$ cat src/design/lcs_pkg.sv
// Shared types, constants and helpers for the LCD character segment writer.
// Holds the glyph table, the opcode codes and the segment address map.
// No dependencies; the encoder, the RAM and the top level refer to it by scoped names.
`timescale 1ns / 1ps

package lcs_pkg;

  // Command opcodes carried in the opcode field.
  localparam logic [1:0] OP_WRITE = 2'd0;
  localparam logic [1:0] OP_CLEAR = 2'd1;
  localparam logic [1:0] OP_READ  = 2'd2;

  // Character range that the glyph table covers, both ends included.
  localparam logic [7:0] FIRST_CODE = 8'h30;
  localparam logic [7:0] LAST_CODE  = 8'h5A;
  localparam int         GLYPHS     = 43;

  // Pattern bits forced by the colon and decimal point flags.
  localparam logic [15:0] COLON_BIT = 16'h0020;
  localparam logic [15:0] POINT_BIT = 16'h0002;

  // Bit distance between two commons in the display RAM.
  localparam int COMMON_STRIDE = 28;

  // Width of a RAM bit address and of a byte index taken from it.
  localparam int BIT_ADDR_W = 7;
  localparam int BYTE_W     = 4;

  // Segment numbers of the four map slots at digit position zero.
  localparam logic [4:0] SLOT_BASE [4] = '{5'd0, 5'd1, 5'd22, 5'd23};

  // Fourteen-segment patterns for codes FIRST_CODE through LAST_CODE.
  localparam logic [15:0] GLYPH_TABLE [GLYPHS] = '{
    16'h5F00, 16'h4200, 16'hF500, 16'h6700, 16'hEA00, 16'hAF00, 16'hBF00,
    16'h4600, 16'hFF00, 16'hEF00,
    16'h0044, 16'hA000, 16'h0002, 16'h80DD, 16'h0000, 16'h0000, 16'h0000,
    16'hFE00, 16'h6714, 16'h1D00, 16'h4714, 16'h9D00, 16'h9C00, 16'h3F00,
    16'hFA00, 16'h0011, 16'h5300, 16'h9844, 16'h1900, 16'h5A42, 16'h5A06,
    16'h5F00, 16'hFC00, 16'h5F04, 16'hFC04, 16'hAF00, 16'h0414, 16'h5B00,
    16'h18C0, 16'h5A84, 16'h00C9, 16'h0058, 16'h05C0
  };

  // Request from the sequencer to the display RAM for one cycle.
  typedef struct packed {
    logic              clear;
    logic              rd_en;
    logic [BYTE_W-1:0] rd_addr;
    logic              we;
    logic [BYTE_W-1:0] wr_addr;
    logic [7:0]        wr_data;
  } ram_req_t;

  // RAM bit address for pattern step (common in the upper two bits, map
  // slot in the lower two) at the given digit position.
  function automatic logic [BIT_ADDR_W-1:0] bit_addr(input logic [3:0] step,
                                                     input logic [2:0] pos);
    logic [1:0] z;
    logic [1:0] slot;
    logic [4:0] two_pos;
    logic [4:0] seg;
    z       = step[3:2];
    slot    = step[1:0];
    two_pos = {1'b0, pos, 1'b0};
    // The upper two slots count down with the position, the lower two up.
    if (slot[1]) begin
      seg = SLOT_BASE[slot] - two_pos;
    end else begin
      seg = SLOT_BASE[slot] + two_pos;
    end
    return BIT_ADDR_W'(z) * BIT_ADDR_W'(COMMON_STRIDE) + BIT_ADDR_W'(seg);
  endfunction

endpackage

$ cat src/design/lcs_cmd_if.sv
// Command channel of the LCD character segment writer: valid, ready, payload.
// Depends on nothing but the widths of the command fields.
`timescale 1ns / 1ps

interface lcs_cmd_if;
  logic       valid;
  logic       ready;
  logic [1:0] opcode;
  logic [7:0] char_code;
  logic       decimal_point;
  logic       colon_on;
  logic [2:0] digit_position;
  logic [3:0] byte_index;

  modport source (
    output valid, opcode, char_code, decimal_point, colon_on, digit_position,
           byte_index,
    input  ready
  );

  modport sink (
    input  valid, opcode, char_code, decimal_point, colon_on, digit_position,
           byte_index,
    output ready
  );
endinterface

$ cat src/design/lcs_rsp_if.sv
// Response channel of the LCD character segment writer: valid, ready, payload.
// Depends on nothing but the widths of the response fields.
`timescale 1ns / 1ps

interface lcs_rsp_if;
  logic        valid;
  logic        ready;
  logic [15:0] segment_pattern;
  logic [7:0]  read_byte;

  modport source (
    output valid, segment_pattern, read_byte,
    input  ready
  );

  modport sink (
    input  valid, segment_pattern, read_byte,
    output ready
  );
endinterface

$ cat src/design/lcs_encoder.sv
// Character encoder: maps an ASCII code and the two flags to a 16-bit pattern.
// Uses the glyph table and flag constants of lcs_pkg.
`timescale 1ns / 1ps

module lcs_encoder (
  input  logic [7:0]  char_code,
  input  logic        decimal_point,
  input  logic        colon_on,
  output logic [15:0] pattern
);

  logic [7:0]  offset;
  logic        in_range;
  logic [15:0] glyph;

  // Look the code up in the table; codes outside the range are blank.
  assign offset   = char_code - lcs_pkg::FIRST_CODE;
  assign in_range = (char_code >= lcs_pkg::FIRST_CODE) &&
                    (char_code <= lcs_pkg::LAST_CODE);
  assign glyph    = in_range ? lcs_pkg::GLYPH_TABLE[offset[5:0]] : 16'h0000;

  // The flags light their segments on top of the glyph.
  assign pattern = glyph
                 | (colon_on      ? lcs_pkg::COLON_BIT : 16'h0000)
                 | (decimal_point ? lcs_pkg::POINT_BIT : 16'h0000);

endmodule

$ cat src/design/lcs_ram.sv
// Display RAM: one byte-wide synchronous memory with registered read data.
// Per-entry valid bits let reset and the clear command empty it without writing the data array.
// Depends on lcs_pkg for the request struct.
`timescale 1ns / 1ps

module lcs_ram #(
  parameter int RAM_BYTES = 14
) (
  input  logic              clk,
  input  logic              rst,
  input  lcs_pkg::ram_req_t req,
  output logic [7:0]        rd_data
);

  localparam int AW = $clog2(RAM_BYTES);

  logic [7:0]           mem [RAM_BYTES];
  logic [RAM_BYTES-1:0] valid;
  logic                 rd_ok;
  logic                 wr_ok;

  assign rd_ok = int'(req.rd_addr) < RAM_BYTES;
  assign wr_ok = int'(req.wr_addr) < RAM_BYTES;

  // Data array write port.
  always_ff @(posedge clk) begin
    if (req.we && wr_ok) begin
      mem[req.wr_addr[AW-1:0]] <= req.wr_data;
    end
  end

  // Valid bits: cleared by reset and the clear command, set by a write.
  always_ff @(posedge clk) begin
    if (rst || req.clear) begin
      valid <= '0;
    end else if (req.we && wr_ok) begin
      valid[req.wr_addr[AW-1:0]] <= 1'b1;
    end
  end

  // Registered read; an entry never written since a clear reads as zero.
  always_ff @(posedge clk) begin
    if (req.rd_en) begin
      if (rd_ok && valid[req.rd_addr[AW-1:0]]) begin
        rd_data <= mem[req.rd_addr[AW-1:0]];
      end else begin
        rd_data <= 8'h00;
      end
    end
  end

endmodule

$ cat src/design/lcd_char_segment_writer.sv
// Top level of the LCD character segment writer: command sequencer,
// read-modify-write pipeline and output register.
// Depends on lcs_pkg, lcs_cmd_if, lcs_rsp_if, lcs_encoder and lcs_ram.
`timescale 1ns / 1ps

// Usage: each word on cmd is one command. A write command turns char_code and
// the two flags into a 16-bit segment pattern and stores its sixteen bits into
// the display RAM at the given digit position. A clear command empties the
// RAM; a read command returns one RAM byte. Every command gives exactly one
// word on rsp: the pattern for a write, the byte for a read, zeros otherwise.
// A write walks the sixteen pattern bits, one RAM read-modify-write per bit,
// overlapped so that the read of one bit meets the write of the previous one;
// a write of the byte just written is forwarded. cmd.ready is high only
// between commands, and one command is in progress at a time. rsp is
// registered: the next command is accepted while a finished response word
// still waits; if the receiver stalls with a word held, the following
// command waits finished until rsp is free. Reset (rst, synchronous)
// empties the RAM and drops rsp.valid.

module lcd_char_segment_writer #(
  parameter int RAM_BYTES = 14
) (
  input logic      clk,
  input logic      rst,
  lcs_cmd_if.sink  cmd,
  lcs_rsp_if.source rsp
);

  typedef enum logic [3:0] {
    ST_IDLE  = 4'b0001,
    ST_WRITE = 4'b0010,
    ST_READ  = 4'b0100,
    ST_DONE  = 4'b1000
  } state_t;

  state_t                     state;
  state_t                     state_next;
  logic [4:0]                 step;
  logic [15:0]                pattern;
  logic [2:0]                 pos;
  logic [15:0]                res_pat;
  logic [7:0]                 res_byte;
  logic                       wr_pend;
  logic [lcs_pkg::BIT_ADDR_W-1:0] wr_addr;
  logic                       wr_val;
  logic                       last_we;
  logic [lcs_pkg::BYTE_W-1:0] last_byte;
  logic [7:0]                 last_data;
  logic [15:0]                enc_pattern;
  logic [lcs_pkg::BIT_ADDR_W-1:0] issue_addr;
  logic                       issue;
  logic [lcs_pkg::BYTE_W-1:0] wr_byte;
  logic [7:0]                 old_byte;
  logic [7:0]                 new_byte;
  logic [7:0]                 ram_rdata;
  logic                       accept;
  logic                       rsp_free;
  lcs_pkg::ram_req_t          ram_req;

  lcs_encoder u_encoder (
    .char_code     (cmd.char_code),
    .decimal_point (cmd.decimal_point),
    .colon_on      (cmd.colon_on),
    .pattern       (enc_pattern)
  );

  lcs_ram #(
    .RAM_BYTES (RAM_BYTES)
  ) u_ram (
    .clk     (clk),
    .rst     (rst),
    .req     (ram_req),
    .rd_data (ram_rdata)
  );

  assign cmd.ready = (state == ST_IDLE);
  assign accept    = cmd.valid && cmd.ready;
  assign rsp_free  = !rsp.valid || rsp.ready;

  // Read stage: one pattern bit per cycle until all sixteen are issued.
  assign issue      = (state == ST_WRITE) && !step[4];
  assign issue_addr = lcs_pkg::bit_addr(step[3:0], pos);

  // Modify stage: take the byte just written when the read raced that write.
  assign wr_byte = wr_addr[lcs_pkg::BIT_ADDR_W-1:3];
  always_comb begin
    if (last_we && (last_byte == wr_byte)) begin
      old_byte = last_data;
    end else begin
      old_byte = ram_rdata;
    end
    new_byte              = old_byte;
    new_byte[wr_addr[2:0]] = wr_val;
  end

  // RAM request for this cycle.
  always_comb begin
    ram_req         = '0;
    ram_req.clear   = accept && (cmd.opcode == lcs_pkg::OP_CLEAR);
    ram_req.we      = wr_pend;
    ram_req.wr_addr = wr_byte;
    ram_req.wr_data = new_byte;
    if (issue) begin
      ram_req.rd_en   = 1'b1;
      ram_req.rd_addr = issue_addr[lcs_pkg::BIT_ADDR_W-1:3];
    end else if (accept && (cmd.opcode == lcs_pkg::OP_READ)) begin
      ram_req.rd_en   = 1'b1;
      ram_req.rd_addr = cmd.byte_index;
    end
  end

  // Sequencer next state.
  always_comb begin
    state_next = state;
    unique case (state)
      ST_IDLE: begin
        if (accept) begin
          priority if (cmd.opcode == lcs_pkg::OP_WRITE) begin
            state_next = ST_WRITE;
          end else if (cmd.opcode == lcs_pkg::OP_READ) begin
            state_next = ST_READ;
          end else begin
            state_next = ST_DONE;
          end
        end
      end
      ST_WRITE: begin
        if (step[4] && !wr_pend) begin
          state_next = ST_DONE;
        end
      end
      ST_READ: begin
        state_next = ST_DONE;
      end
      ST_DONE: begin
        if (rsp_free) begin
          state_next = ST_IDLE;
        end
      end
      default: begin
        state_next = ST_IDLE;
      end
    endcase
  end

  // Control registers.
  always_ff @(posedge clk) begin
    if (rst) begin
      state   <= ST_IDLE;
      wr_pend <= 1'b0;
      last_we <= 1'b0;
      step    <= '0;
    end else begin
      state   <= state_next;
      wr_pend <= issue;
      last_we <= ram_req.we;
      if (accept) begin
        step <= '0;
      end else if (issue) begin
        step <= step + 5'd1;
      end
    end
  end

  // Command payload, pipeline payload and the pending result.
  always_ff @(posedge clk) begin
    if (accept) begin
      pattern  <= enc_pattern;
      pos      <= cmd.digit_position;
      res_byte <= 8'h00;
      if (cmd.opcode == lcs_pkg::OP_WRITE) begin
        res_pat <= enc_pattern;
      end else begin
        res_pat <= 16'h0000;
      end
    end
    if (state == ST_READ) begin
      res_byte <= ram_rdata;
    end
    if (issue) begin
      wr_addr <= issue_addr;
      wr_val  <= pattern[{~step[3:2], step[1:0]}];
    end
    last_byte <= wr_byte;
    last_data <= new_byte;
  end

  // Output register toward the receiver.
  always_ff @(posedge clk) begin
    if (rst) begin
      rsp.valid <= 1'b0;
    end else if ((state == ST_DONE) && rsp_free) begin
      rsp.valid <= 1'b1;
    end else if (rsp.ready) begin
      rsp.valid <= 1'b0;
    end
  end

  always_ff @(posedge clk) begin
    if ((state == ST_DONE) && rsp_free) begin
      rsp.segment_pattern <= res_pat;
      rsp.read_byte       <= res_byte;
    end
  end

`ifndef SYNTH
  // The RAM is written only by the bit pipeline of a write command.
  a_write_only_in_write: assert property (@(posedge clk) disable iff (rst)
    ram_req.we |-> (state == ST_WRITE))
    else $error("display RAM written outside a write command");

  // A clear command finishes in the following cycle.
  a_clear_done: assert property (@(posedge clk) disable iff (rst)
    (accept && (cmd.opcode == lcs_pkg::OP_CLEAR)) |=> (state == ST_DONE))
    else $error("clear command did not complete at once");

  // A new response word is loaded only from a finished command.
  a_rsp_from_done: assert property (@(posedge clk) disable iff (rst)
    (rsp.valid && !$past(rsp.valid)) |-> ($past(state) == ST_DONE))
    else $error("response word appeared without a finished command");

  // The step counter stops after the sixteenth pattern bit.
  a_step_bound: assert property (@(posedge clk) disable iff (rst)
    step[4] |-> (step[3:0] == 4'd0))
    else $error("pattern step counter ran past sixteen");
`endif

endmodule

$ cat src/flat_wrapper.sv
// flat-port wrapper written by rule: the top's interface ports become plain ports
module lcd_char_segment_writer_flat 
#(
  parameter int RAM_BYTES = 14
)
  (clk, rst, cmd_valid, cmd_opcode, cmd_char_code, cmd_decimal_point, cmd_colon_on, cmd_digit_position, cmd_byte_index, cmd_ready, rsp_valid, rsp_segment_pattern, rsp_read_byte, rsp_ready);
  lcs_cmd_if cmd_i ();
  lcs_rsp_if rsp_i ();
  input logic clk;
  input logic rst;
  input wire logic [$bits(cmd_i.valid)-1:0] cmd_valid;
  input wire logic [$bits(cmd_i.opcode)-1:0] cmd_opcode;
  input wire logic [$bits(cmd_i.char_code)-1:0] cmd_char_code;
  input wire logic [$bits(cmd_i.decimal_point)-1:0] cmd_decimal_point;
  input wire logic [$bits(cmd_i.colon_on)-1:0] cmd_colon_on;
  input wire logic [$bits(cmd_i.digit_position)-1:0] cmd_digit_position;
  input wire logic [$bits(cmd_i.byte_index)-1:0] cmd_byte_index;
  output wire logic [$bits(cmd_i.ready)-1:0] cmd_ready;
  output wire logic [$bits(rsp_i.valid)-1:0] rsp_valid;
  output wire logic [$bits(rsp_i.segment_pattern)-1:0] rsp_segment_pattern;
  output wire logic [$bits(rsp_i.read_byte)-1:0] rsp_read_byte;
  input wire logic [$bits(rsp_i.ready)-1:0] rsp_ready;
  assign cmd_i.valid = cmd_valid;
  assign cmd_i.opcode = cmd_opcode;
  assign cmd_i.char_code = cmd_char_code;
  assign cmd_i.decimal_point = cmd_decimal_point;
  assign cmd_i.colon_on = cmd_colon_on;
  assign cmd_i.digit_position = cmd_digit_position;
  assign cmd_i.byte_index = cmd_byte_index;
  assign cmd_ready = cmd_i.ready;
  assign rsp_valid = rsp_i.valid;
  assign rsp_segment_pattern = rsp_i.segment_pattern;
  assign rsp_read_byte = rsp_i.read_byte;
  assign rsp_i.ready = rsp_ready;
  lcd_char_segment_writer #(.RAM_BYTES(RAM_BYTES)) u_core (.clk(clk), .rst(rst), .cmd(cmd_i), .rsp(rsp_i));
endmodule
$ cat config.mk
export PLATFORM = sky130hd
export DESIGN_NAME = lcd_char_segment_writer_flat
export DESIGN_NICKNAME = d
export VERILOG_FILES = /design/src/design/lcs_pkg.sv /design/src/design/lcs_cmd_if.sv /design/src/design/lcs_rsp_if.sv /design/src/design/lcs_encoder.sv /design/src/design/lcs_ram.sv /design/src/design/lcd_char_segment_writer.sv /design/src/flat_wrapper.sv
export SDC_FILE = /design/constraint.sdc
export NUM_CORES = 1
export LEC_CHECK = 0
export ABC_AREA = 1
export ABC_CLOCK_PERIOD_IN_PS = 2800
export BUFFER_PORTS_ARGS = -buffer_cell sky130_fd_sc_hd__buf_4
export CORE_MARGIN = 5
export CORE_UTILIZATION = 45
export CTS_BUF_LIST = sky130_fd_sc_hd__clkbuf_8
export DETAILED_ROUTE_END_ITERATION = 10
export GPL_TIMING_DRIVEN = 0
export MAX_ROUTING_LAYER = met4
export PLACE_DENSITY = 0.66
export SLEW_MARGIN = 20
export SYNTH_ARGS = -nofsm -noshare
export SYNTH_HDL_FRONTEND = slang
export SYNTH_SLANG_ARGS = --single-unit
export TNS_END_PERCENT = 20
$ cat constraint.sdc
create_clock -name clk -period 2.8 [get_ports clk]
set_input_delay 0.56 -clock clk [delete_from_list [all_inputs] [get_ports clk]]
set_output_delay 0.56 -clock clk [all_outputs]
set_load 0.02 [all_outputs]
## After elaboration in Yosys (flattened, before gate mapping)

Memory sizes are Yosys's and may differ from the RTL's. A register that Yosys moved wholly into a read port is not among the register bits.
Cells that the tools add are included.

| operators by class | value |
|---|---|
| reductions and logical operators | 23 |
| $lt $le $gt $ge | 12 |
| multipliers | 1 |
| mux-type cells | 33 |
| divide/modulo/power cells | 0 |
| equality and inequality tests | 10 |
| add/sub/neg operators | 5 |
| bitwise logic cells | 6 |
| shifts and indexed selects | 0 |

Operators by type and width:

| cell | count |
|---|---|
| two-way mux 16 bit | 3 |
| two-way mux 5 bit | 5 |
| two-way mux 8 bit | 3 |
| two-way mux 4 bit | 5 |
| OR 16 x 2 -> 16 bit | 1 |
| OR 16 x 6 -> 16 bit | 1 |
| one-hot mux 4 bit (4 select lines) | 1 |
| < comparator 4 x 5 -> 1 bit, second input constant | 3 |
| OR 14 bit | 1 |
| logical AND 1 bit | 12 |
| binary-select mux 5 bit (select 2 bit) | 1 |
| binary-select mux 1 bit (select 4 bit) | 2 |
| bitwise mux 8 bit | 1 |
| >= comparator 8 x 6 -> 1 bit, second input constant | 1 |
| <= comparator 8 x 7 -> 1 bit, second input constant | 1 |
| < comparator 4 bit, second input constant | 2 |
| two-way mux 1 bit | 8 |
| adder 7 x 5 -> 7 bit | 1 |
| >= comparator 7 bit, second input constant | 1 |
| inverter 6 -> 7 bit | 1 |
| two-way mux 6 bit | 1 |
| subtractor 6 bit, second input constant | 1 |
| adder 5 x 1 -> 5 bit, second input constant | 1 |
| adder 5 x 4 -> 5 bit | 1 |
| 26 further kinds | 32 |

| word-level totals | value |
|---|---|
| memories kept | 2 |
| bits in writable memories | 112 |
| bits in read-only memories | 1024 |
| bits of input ports | 23 |
| register bits | 113 |
| bits in latches | 0 |
| logic and storage cells | 108 |

Memories:

| name | words | width | read ports | clocked after memory_dff | write ports | RTL line | text |
|---|---|---|---|---|---|---|---|
| (name not given) | 64 | 16 | 1 | 0 | 0 | lcs_encoder.sv:20 | `assign glyph = in_range ? lcs_pkg::GLYPH_TABLE[offset[5:0]] : 16'h0000;` |
| u_core.u_ram.mem | 14 | 8 | 1 | 1 | 1 | lcs_ram.sv:17 | `logic [7:0] mem [RAM_BYTES];` |

## Logic depth before layout (Yosys ltp)

Gate-level depths: netlist of the first run.

| depth | value |
|---|---|
| depth after elaboration | 12 |
| mapped depth | 21 |

## Hierarchy

A second synthesis of the first run with hierarchy kept.

| unflattened totals | value |
|---|---|
| cell total of the unflattened synthesis | 1107 |
| area, all modules | 10729.0 um2 |

Modules (own cells, without submodules):

| module | cells an instance | instances | area each (um2) |
|---|---|---|---|
| lcs_ram | 510 | 1 | 5519.0 |
| lcd_char_segment_writer | 399 | 1 | 4206.5 |
| lcs_encoder | 198 | 1 | 1003.5 |

## Least setup slack after synthesis of the first run

Ideal clock, no wire load.

| timing path | value |
|---|---|
| path kind | register -> register |
| start point | register u_core.step[1] |
| end point | register u_core.u_ram.rd_data[7] (read register of u_core.u_ram.mem), data pin |
| arrival time | 2.680 ns |
| cell stages (with the launch flop) | 20 |
| setup slack | -0.136 ns |
| period minus slack after synthesis | 2.936 ns |
| setup time | 0.256 ns |
| buffers on the path | 1 |
| cells stage by stage | dfxtp_1 > clkinv_1 > ha_1 > o21bai_1 > nand2_1 > xor2_1 > ha_1 > nand2_1 > nand2_1 > nand2_1 > or2_0 > nand2_1 > nor2_1 > a21oi_4 > buf_4 > nand3_1 > nand2_1 > nand2_1 > nand2_1 > nor2_1 |

| between the ends | value |
|---|---|
| word-level cells in the longest chain between the ends | 12 |
| elaborated cells between the ends (all ways) | 14 |
| classes of those cells | add/sub: 3; order compare: 1; mux: 7; bitwise: 1; reduce/logical: 2 |

RTL lines:

| what | RTL line | text |
|---|---|---|
| start: declaration | lcd_char_segment_writer.sv:38 | `logic [4:0] step;` |
| start signal: assignment | lcd_char_segment_writer.sv:160 | `step <= step + 5'd1;` |
| inverter 2 -> 3 bit (implied by the code) | lcs_pkg.sv:66, lcs_pkg.sv:68 |  |
| binary-select mux 5 bit (select 2 bit) | lcs_pkg.sv:66, lcs_pkg.sv:68 |  |
| two-way mux 5 bit (implied by the code) (2 in series) | lcs_pkg.sv:66, lcs_pkg.sv:68 |  |
| adder 5 x 4 -> 5 bit / subtractor 5 x 4 -> 5 bit (equally long branches) | lcs_pkg.sv:68, lcs_pkg.sv:66 |  |
| two-way mux 5 bit * | lcs_pkg.sv:65 | `if (slot[1]) begin` |
| adder 7 x 5 -> 7 bit * | lcs_pkg.sv:70 | `return BIT_ADDR_W'(z) * BIT_ADDR_W'(COMMON_STRIDE) + BIT_ADDR_W'(seg);` |
| named net u_core.issue_addr, one bit | lcd_char_segment_writer.sv:50 | `logic [lcs_pkg::BIT_ADDR_W-1:0] issue_addr;` |
| two-way mux 5 bit * | lcd_char_segment_writer.sv:103 | `if (issue) begin` |
| binary-select mux 1 bit (select 4 bit) | lcs_ram.sv:44 | `if (rd_ok && valid[req.rd_addr[AW-1:0]]) begin` |
| two-way mux 1 bit (implied by the code) | lcs_ram.sv:44 |  |
| logical AND 1 bit | lcs_ram.sv:44 |  |
| zero test 1 bit (no source line) | n/a |  |
| end: declaration | lcs_ram.sv:12 | `output logic [7:0] rd_data` |

Mark *: on every way through the listed nets, which the timed path passes. The rest lies on a longest branch. The select of a mux whose other input is x is not followed.
A chain may end at the register's enable or synchronous reset.

## Worst setup path in the final report of the first run

| timing path | value |
|---|---|
| start point | register u_core.pos[1] |
| end point | register u_core.u_ram.rd_data[0] (read register of u_core.u_ram.mem), data pin |

| between the ends | value |
|---|---|
| word-level cells in the longest chain between the ends | 8 |
| elaborated cells between the ends (all ways) | 10 |
| classes of those cells | add/sub: 3; order compare: 1; mux: 4; reduce/logical: 2 |

RTL lines:

| what | RTL line | text |
|---|---|---|
| start: declaration | lcd_char_segment_writer.sv:40 | `logic [2:0] pos;` |
| start signal: assignment | lcd_char_segment_writer.sv:169 | `pos <= cmd.digit_position;` |
| adder 5 x 4 -> 5 bit / subtractor 5 x 4 -> 5 bit (equally long branches) | lcs_pkg.sv:68, lcs_pkg.sv:66 |  |
| two-way mux 5 bit * | lcs_pkg.sv:65 |  |
| adder 7 x 5 -> 7 bit * | lcs_pkg.sv:70 |  |
| named net u_core.issue_addr, one bit | lcd_char_segment_writer.sv:50 |  |
| two-way mux 5 bit * | lcd_char_segment_writer.sv:103 |  |
| binary-select mux 1 bit (select 4 bit) | lcs_ram.sv:44 |  |
| two-way mux 1 bit (implied by the code) | lcs_ram.sv:44 |  |
| logical AND 1 bit | lcs_ram.sv:44 |  |
| zero test 1 bit (no source line) | n/a |  |

Marks and branches as above.

==> flow_summary.yaml, run 1 <==
die:
  die_width_um: 164
  die_height_um: 164
  boundaryPins: 49
  initial_core_utilization_pct: 45.8
  core-area_sq_um: 23500
  num_rows: 56
  die-area_sq_um: 27100
sta:
  hold_violations: 0
  post-route-worst-setup-slack_ns: -0.402
  skew_ns: 0.0236
  timing_worst_slew_pin_value_ns: 1.03
  finalSetupViolations: 8
  slew_headroom_pct: 31.2
  finalWorstPathRequiredPeriod_ns: 3.20
  rsz0062_at_grt: "true"
  period_share_pct: 114
  total_count_of_max_transition_violations_in_the_final_report: 0
  fmaxAchievable_ghz: 0.312
  timing.setup.tns_ns: -3.18
status:
  failing_checks: "negative setup slack"
  run_status: "complete, but fails checks"
setup_path:
  worst-setup-path-type: "register to register"
  crit_required_ns: 3.07
  critical_path_peak_fanout: 8
  critical-path-top-cell-by-count: "nand3_1"
  endpoint_type_of_the_worst_setup_path: "register"
  worst_path_largest_cell_delay_ns: 0.55
  critical_path.top_delay_family: "simple AND/OR/NAND/NOR gates"
  timing.critical_path.arrival_ns: 3.47
  cp_slowest_cell: "fa_1"
  crit_path_buf_inv_count: 5
  crit_chain: "inv_2 > ha_4 > nand2_1 > o21ai_1 > o21bai_2 > xnor2_1 > inv_1 > fa_1 > nand4_1 > nand2_4 > buf_12 > buf_16 > buf_6 > nand3_1 > nand3_1 > nand3_1 > nand2_1 > nand2_2 > nand2_8 > nor2_1"
  startpoint_type: "register"
finish:
  stdcell_area_sq_um: 12800
  final.fill_count: 2002
  finish.cell_count_without_fillers: 1517
  flow.area_growth_from_synthesis_pct: 19.4
  finish.net_count: 1211
  layout_cells_sized_above_1_pct: 18.8
  insertedDiodeCount: 0
cts:
  ctsHtreeMaxLevel: 2
  cts_made_buffers: 39
  ctsRootBufferMaster: "clkbuf_8"
  insertion_delay_ns: 0.53
  hold_buffers: 0
  clock_path_buffers: 3
  clock_edge_transition_at_the_registers_on_the_reported_setup_and_hold_paths_ns: 0.06
  cts.sink_count: 233
  tritoncts: "done"
grt:
  largest_net_degree_at_the_start_of_global_routing: 38
  grt_pass1_vias: 7733
  antenna_found_initial: 0
  grt.overflow.total: 0
  grt_pass1_wl_um: 41700
  combined_global_route_utilization_of_all_metal_layers_pct: 20.6
run:
  maxCapViolCount: 0
placed_design:
  dp.cells: 1434
  io_buffer_count: 47
  detailedPlacementHpwl_um: 18800
  finalWeightedCongestion: 0.907
  post_dp_cell_area_sq_um: 11600
logic_synthesis:
  yosys_register_bits: 233
  number_of_distinct_standard_cells_referenced_by_the_synthesized_netlist: 46
  synth_fp_nets: 1105
  synth-warning-count: 0
  syn_area_cell_sq_um: 10.1
  post_synth_instance_area_sq_um: 10700
  postSynthCellCount: 1062
  ys_seq_area_share_pct: 61.6
detailed_routing:
  drc_errors: 0
  route.met2.wl_um: 13000
  ant_nets: 0
  routed-wl-met3_um: 1360
  dr_total_vias: 7872
  met1Wirelength_um: 11600
  dr.first_iter.drc_count: 577
  detail_route.first_pass.iterations: 5
  vias_per_cell: 5.19
  highest_layer: "met4"
  post_drt_wl_per_cell_um: 17.5
  totalWireLength_um: 26600
power:
  p_per_area_nw_per_um2: 708
  cellLeakagePower_nw: 5.26
  vdd.ir_drop.worst_mv: 0.475
hold_path:
  classification_of_the_worst_slack_hold_path: "input port to register"
## cell families (layout without fill, tap and decap cells)
family          after synthesis  after routing  synth area share [%]
fa+ha+maj                    20             20                  2.40
simple gates                509            509                  22.1
compound gates              110            110                  6.26
flops                       233            233                  61.6
xor+xnor                      4              4                 0.326
buf+inv                     186            322                  7.34
## state kept, by name (all words and copies together), names as in the netlist, 8 cells and up
name,count
u_core.res_byte,8
u_core.rsp.segment_pattern,16
u_core.u_ram.valid,14
u_core.res_pat,16
u_core.rsp.read_byte,8
u_core.pattern,16
u_core.u_ram.mem,112
u_core.last_data,8
u_core.u_ram.rd_data,8
## cell usage after synthesis (all sizes together)
cell | n | area [sq um]
clkbuf | 12 | 45.0
ha | 19 | 238
nand2 | 195 | 752
or2 | 2 | 12.5
xnor2 | 1 | 8.76
edfxtp | 195 | 5860
a211oi | 5 | 37.5
a21o | 1 | 7.51
o2111ai | 1 | 8.76
nor4 | 4 | 25.0
a221oi | 2 | 17.5
a21oi | 28 | 163
inv | 142 | 533
nand3 | 144 | 743
o31ai | 3 | 22.5
nor2 | 104 | 428
a31oi | 2 | 12.5
o221ai | 5 | 43.8
nand4 | 6 | 43.8
nor3b | 1 | 7.51
o22ai | 1 | 6.26
o21ai | 47 | 239
o21bai | 2 | 15.0
buf | 28 | 195
clkinv | 4 | 15.0
dfxtp | 38 | 761
fa | 1 | 20.0
nand3b | 37 | 278
nor3 | 16 | 80.1
a32oi | 1 | 8.76
o211ai | 12 | 90.1
xor2 | 3 | 26.3
## layer usage
layer | global-route usage [%] | up-vias
li1 | - | 3843
met1 | 26.4 | 3730
met2 | 34.0 | 250
met3 | 3.24 | 49
met4 | 6.39 | 0
met5 | - | -
## cells in the final DEF, fill, tap and decap left out, drive strengths merged
cell and n:
nand3b 37, a31oi 2, nand3 144, nor3b 1
o22ai 1, buf 93, a211oi 5, a21oi 28
o2111ai 1, nor4 4, fa 1, a21o 1
bufinv 2, a32oi 1, clkbuf 54, dfxtp 38
nor3 16, ha 19, o211ai 12, xnor2 1
inv 152, o31ai 3, nor2 104, o21bai 2
xor2 3, clkinv 21, or2 2, nand2 195
o21ai 47, o221ai 5, nand4 6, edfxtp 195
a221oi 2
## power breakdown
| part | internal (mW) | switching, mW |
|---|---|---|
| Combinational | 0.642 | 1.30 |
| Clock | 1.57 | 1.32 |
| Sequential | 4.15 | 0.0895 |
| Total | 6.37 | 2.71 |
## final cells by class
class                           count  area [sq um]  area share, %
Sequential cell                   233          6620           51.6
Multi-Input combinational cell    643          3600           28.1
Timing Repair Buffer               65           592           4.62
Clock buffer                       42           578           4.51
Inverter                          146           551           4.29
Tap cell                          319           399           3.11
Buffer                             40           309           2.41
Clock inverter                     29           174           1.36
## final timing paths
| path | startpoint | to | slack (ns) | cells after the start |
|---|---|---|---|---|
| worst max-delay path | u_core.pos[1] | u_core.u_ram.rd_data[0] | -0.40 | 20 |
| worst min register to register | u_core.res_pat[10] | u_core.rsp.segment_pattern[10] | 0.42 | 0 |
| worst min-delay path | cmd_digit_position[2] | u_core.pos[2] | 0.21 | 1 |
| worst max register to register | u_core.pos[1] | u_core.u_ram.rd_data[0] | -0.40 | 20 |
## metrics by stage
| stage | total power [mW] | util, % | hold slack (ns) | worst slack (ns) |
|---|---|---|---|---|
| 6_report | 9.08 | 54.6 | 0.213 | -0.402 |
| 5_1_grt | 9.51 | 54.6 | 0.180 | -0.603 |
| 4_1_cts | 9.12 | 54.6 | 0.180 | -0.431 |
| 3_5_place_dp | 5.99 | 49.5 | 0.405 | -0.764 |
| 3_3_place_gp | 5.93 | 49.0 | 0.402 | -0.693 |
| 2_1_floorplan | 5.37 | - | 0.392 | -0.0791 |
## repair_timing
action | CTS | global route
endpoints found under the setup margin | 8 | 8
gates cloned | 2 | 0
resized for setup | 75 | 3
pin swaps | 26 | 2
setup buffers | 10 | 0
Note: power is estimated with default switching activity, not from simulation.
==> run 2: changes to the inputs <==
- CELL_PAD_IN_SITES_DETAIL_PLACEMENT: not set -> 2
- CELL_PAD_IN_SITES_GLOBAL_PLACEMENT: not set -> 2
- CORE_UTILIZATION: 45 -> 38
- PLACE_DENSITY: 0.66 -> 0.8
==> run 2 against run 1 <==
Effect of this change:
- the flow still finishes with violations (negative setup slack)
- final cell count increased by 5.6%
- global-route usage increased by 5.4 points
- count of clock-buffer cells in the layout increased by 2
- worst setup slack got worse by 0.56 ns
- core utilization decreased by 6.7 points
- critical endpoint is now u_core.u_ram.rd_data[1]
- largest cell class unchanged
- largest power group unchanged
==> flow_summary.yaml, run 2 (synthesis results as in run 1) <==
die:
  core-area_sq_um: 27900
  die_height_um: 178
  num_rows: 61
  boundaryPins: 49
  die-area_sq_um: 31700
  initial_core_utilization_pct: 38.5
  die_width_um: 178
sta:
  fin_hold_ws_ns: 0.183
  slew_headroom_pct: 26.2
  hold_violations: 0
  period_share_pct: 134
  finalSetupViolations: 9
  fmaxAchievable_ghz: 0.266
  timing_worst_slew_pin_value_ns: 1.10
  total_count_of_max_transition_violations_in_the_final_report: 0
  finalWorstPathRequiredPeriod_ns: 3.77
  post-route-worst-setup-slack_ns: -0.966
  skew_ns: 0.0336
  rsz0062_at_grt: "true"
grt:
  antenna_found_initial: 0
  combined_global_route_utilization_of_all_metal_layers_pct: 26.0
  grt_pass1_vias: 9776
  grt_pass1_wl_um: 59800
  largest_net_degree_at_the_start_of_global_routing: 38
  grt.overflow.total: 0
setup_path:
  crit_required_ns: 3.10
  startpoint_type: "register"
  worst_path_largest_cell_delay_ns: 0.60
  timing.critical_path.arrival_ns: 4.06
  r2r_slack_ns: -0.97
  critical_path_peak_fanout: 10
  crit_chain: "inv_2 > ha_4 > nor2_4 > xor2_2 > xnor2_2 > inv_2 > fa_1 > nand4_1 > nand2_4 > buf_12 > buf_12 > nand3b_1 > nand3_2 > nand3_2 > nand2_2 > nand2_1 > nand2_4 > nor2_4"
  cp_slowest_cell: "fa_1"
  worst-setup-path-type: "register to register"
  reg2reg_depth: 18
  r2r_endpoint: "u_core.u_ram.rd_data[1]"
  endpoint_type_of_the_worst_setup_path: "register"
  r2r_start: "u_core.pos[1]"
placed_design:
  post_dp_cell_area_sq_um: 11700
  post-place-ws_ns: -1.04
  detailedPlacementHpwl_um: 25000
  finalWeightedCongestion: 0.848
  dp.cells: 1494
  io_buffer_count: 47
cts:
  cts.sink_count: 233
  cts_made_buffers: 42
  clock_edge_transition_at_the_registers_on_the_reported_setup_and_hold_paths_ns: 0.05
  tritoncts: "done"
  ctsHtreeMaxLevel: 2
  ctsRootBufferMaster: "clkbuf_8"
  clock_path_buffers: 3
  insertion_delay_ns: 0.57
detailed_routing:
  ant_nets: 0
  dr.first_iter.drc_count: 947
  dr_total_vias: 9047
  drc_errors: 0
  totalWireLength_um: 43600
  vias_per_cell: 5.65
  detail_route.first_pass.iterations: 5
  post_drt_wl_per_cell_um: 27.2
power:
  combinationalPowerShare_pct: 26.1
  power.share.clock_pct: 30.7
  p_per_area_nw_per_um2: 742
  vdd.ir_drop.worst_mv: 0.346
  total_net_switching_power_mw: 3.44
  swShare_pct: 34.8
  cellInternalPower_mw: 6.46
  cellLeakagePower_nw: 5.47
  sequentialPowerShare_pct: 43.2
finish:
  largest_register_ffs: 112
  mostFrequentLayoutCell: "edfxtp_1"
  flow.area_growth_from_synthesis_pct: 24.3
  stdcell_area_sq_um: 13300
  insertedDiodeCount: 0
  finish.net_count: 1236
  final_cell_mix: "195 x edfxtp_1, 160 x inv_1, 159 x nand2_1"
  layout_cells_sized_above_1_pct: 23.4
  finish.cell_count_without_fillers: 1602
hold_path:
  min_to: "u_core.pos[0]"
  classification_of_the_worst_slack_hold_path: "input port to register"
  hold_path_startpoint: "cmd_digit_position[0]"
  worstHoldPathCells: 1
status:
  run_status: "complete, but fails checks"
  failing_checks: "negative setup slack"
run:
  maxCapViolCount: 0
## run 2: what timing repair did
item / CTS / global route
pin swaps: 30 / 36
cloned: 3 / 1
endpoints found under the hold margin: 0 / 0
buffers inserted: 16 / 13
hold buffers: 0 / 0
endpoints found under the setup margin: 8 / 8
gates resized for setup: 75 / 77
## run 2: metal layers
metal	share of wire [%]	GRT usage, %	vias to the layer above
li1	-	-	3888
met5	0	-	-
met4	4.1	9.70	0
met2	50	44.3	400
met3	5.2	4.26	129
met1	41	31.2	4630
## run 2: how the worst max path moves through the flow
stage	start	to	slack [ns]	cells past startpoint
floorplan	u_core.pos[1]	u_core.u_ram.rd_data[0]	-0.08	19
detailed placement	u_core.step[1]	u_core.u_ram.rd_data[0]	-1.04	16
finish	u_core.pos[1]	u_core.u_ram.rd_data[1]	-0.97	18
global placement	u_core.step[1]	u_core.u_ram.rd_data[0]	-0.82	16
CTS	u_core.pos[0]	u_core.u_ram.rd_data[6]	-0.53	20
global route	u_core.pos[1]	u_core.u_ram.rd_data[6]	-1.0	19
## run 2: worst max-delay path: cells and delay by family (launching register included)
kind | cells | cell delay [ns]
flops | 1 | 0.41
simple gates | 10 | 1.22
xor+xnor | 2 | 0.58
buf+inv | 4 | 0.51
fa+ha+maj | 2 | 0.77
## run 2: stage by stage
stage | setup TNS (ns) | util (%) | total power [mW]
5_1_grt | -7.76 | 47.9 | 10.2
6_report | -7.47 | 47.9 | 9.90
3_3_place_gp | -57.41 | 41.5 | 5.99
3_5_place_dp | -8.07 | 41.9 | 6.12
2_1_floorplan | -0.633 | - | 5.37
4_1_cts | -4.21 | 46.4 | 9.36
## run 2: power groups by stage
stage | clock, mW | combinational, mW | sequential [mW]
floorplan | 0 | 1.06 | 4.31
global placement | 0 | 1.67 | 4.32
detailed placement | 0 | 1.79 | 4.33
CTS | 2.96 | 2.13 | 4.27
global route | 3.24 | 2.71 | 4.29
finish | 3.04 | 2.58 | 4.28
## run 2: final cells by class
type | instances | area [sq um]
buffer | 40 | 343
clock buffer | 44 | 606
clock inverter | 31 | 129
fill | 2878 | 14500
inverter | 146 | 556
multi-input combinational | 643 | 3840
sequential | 233 | 6620
tap | 378 | 473
timing repair buffer | 87 | 778
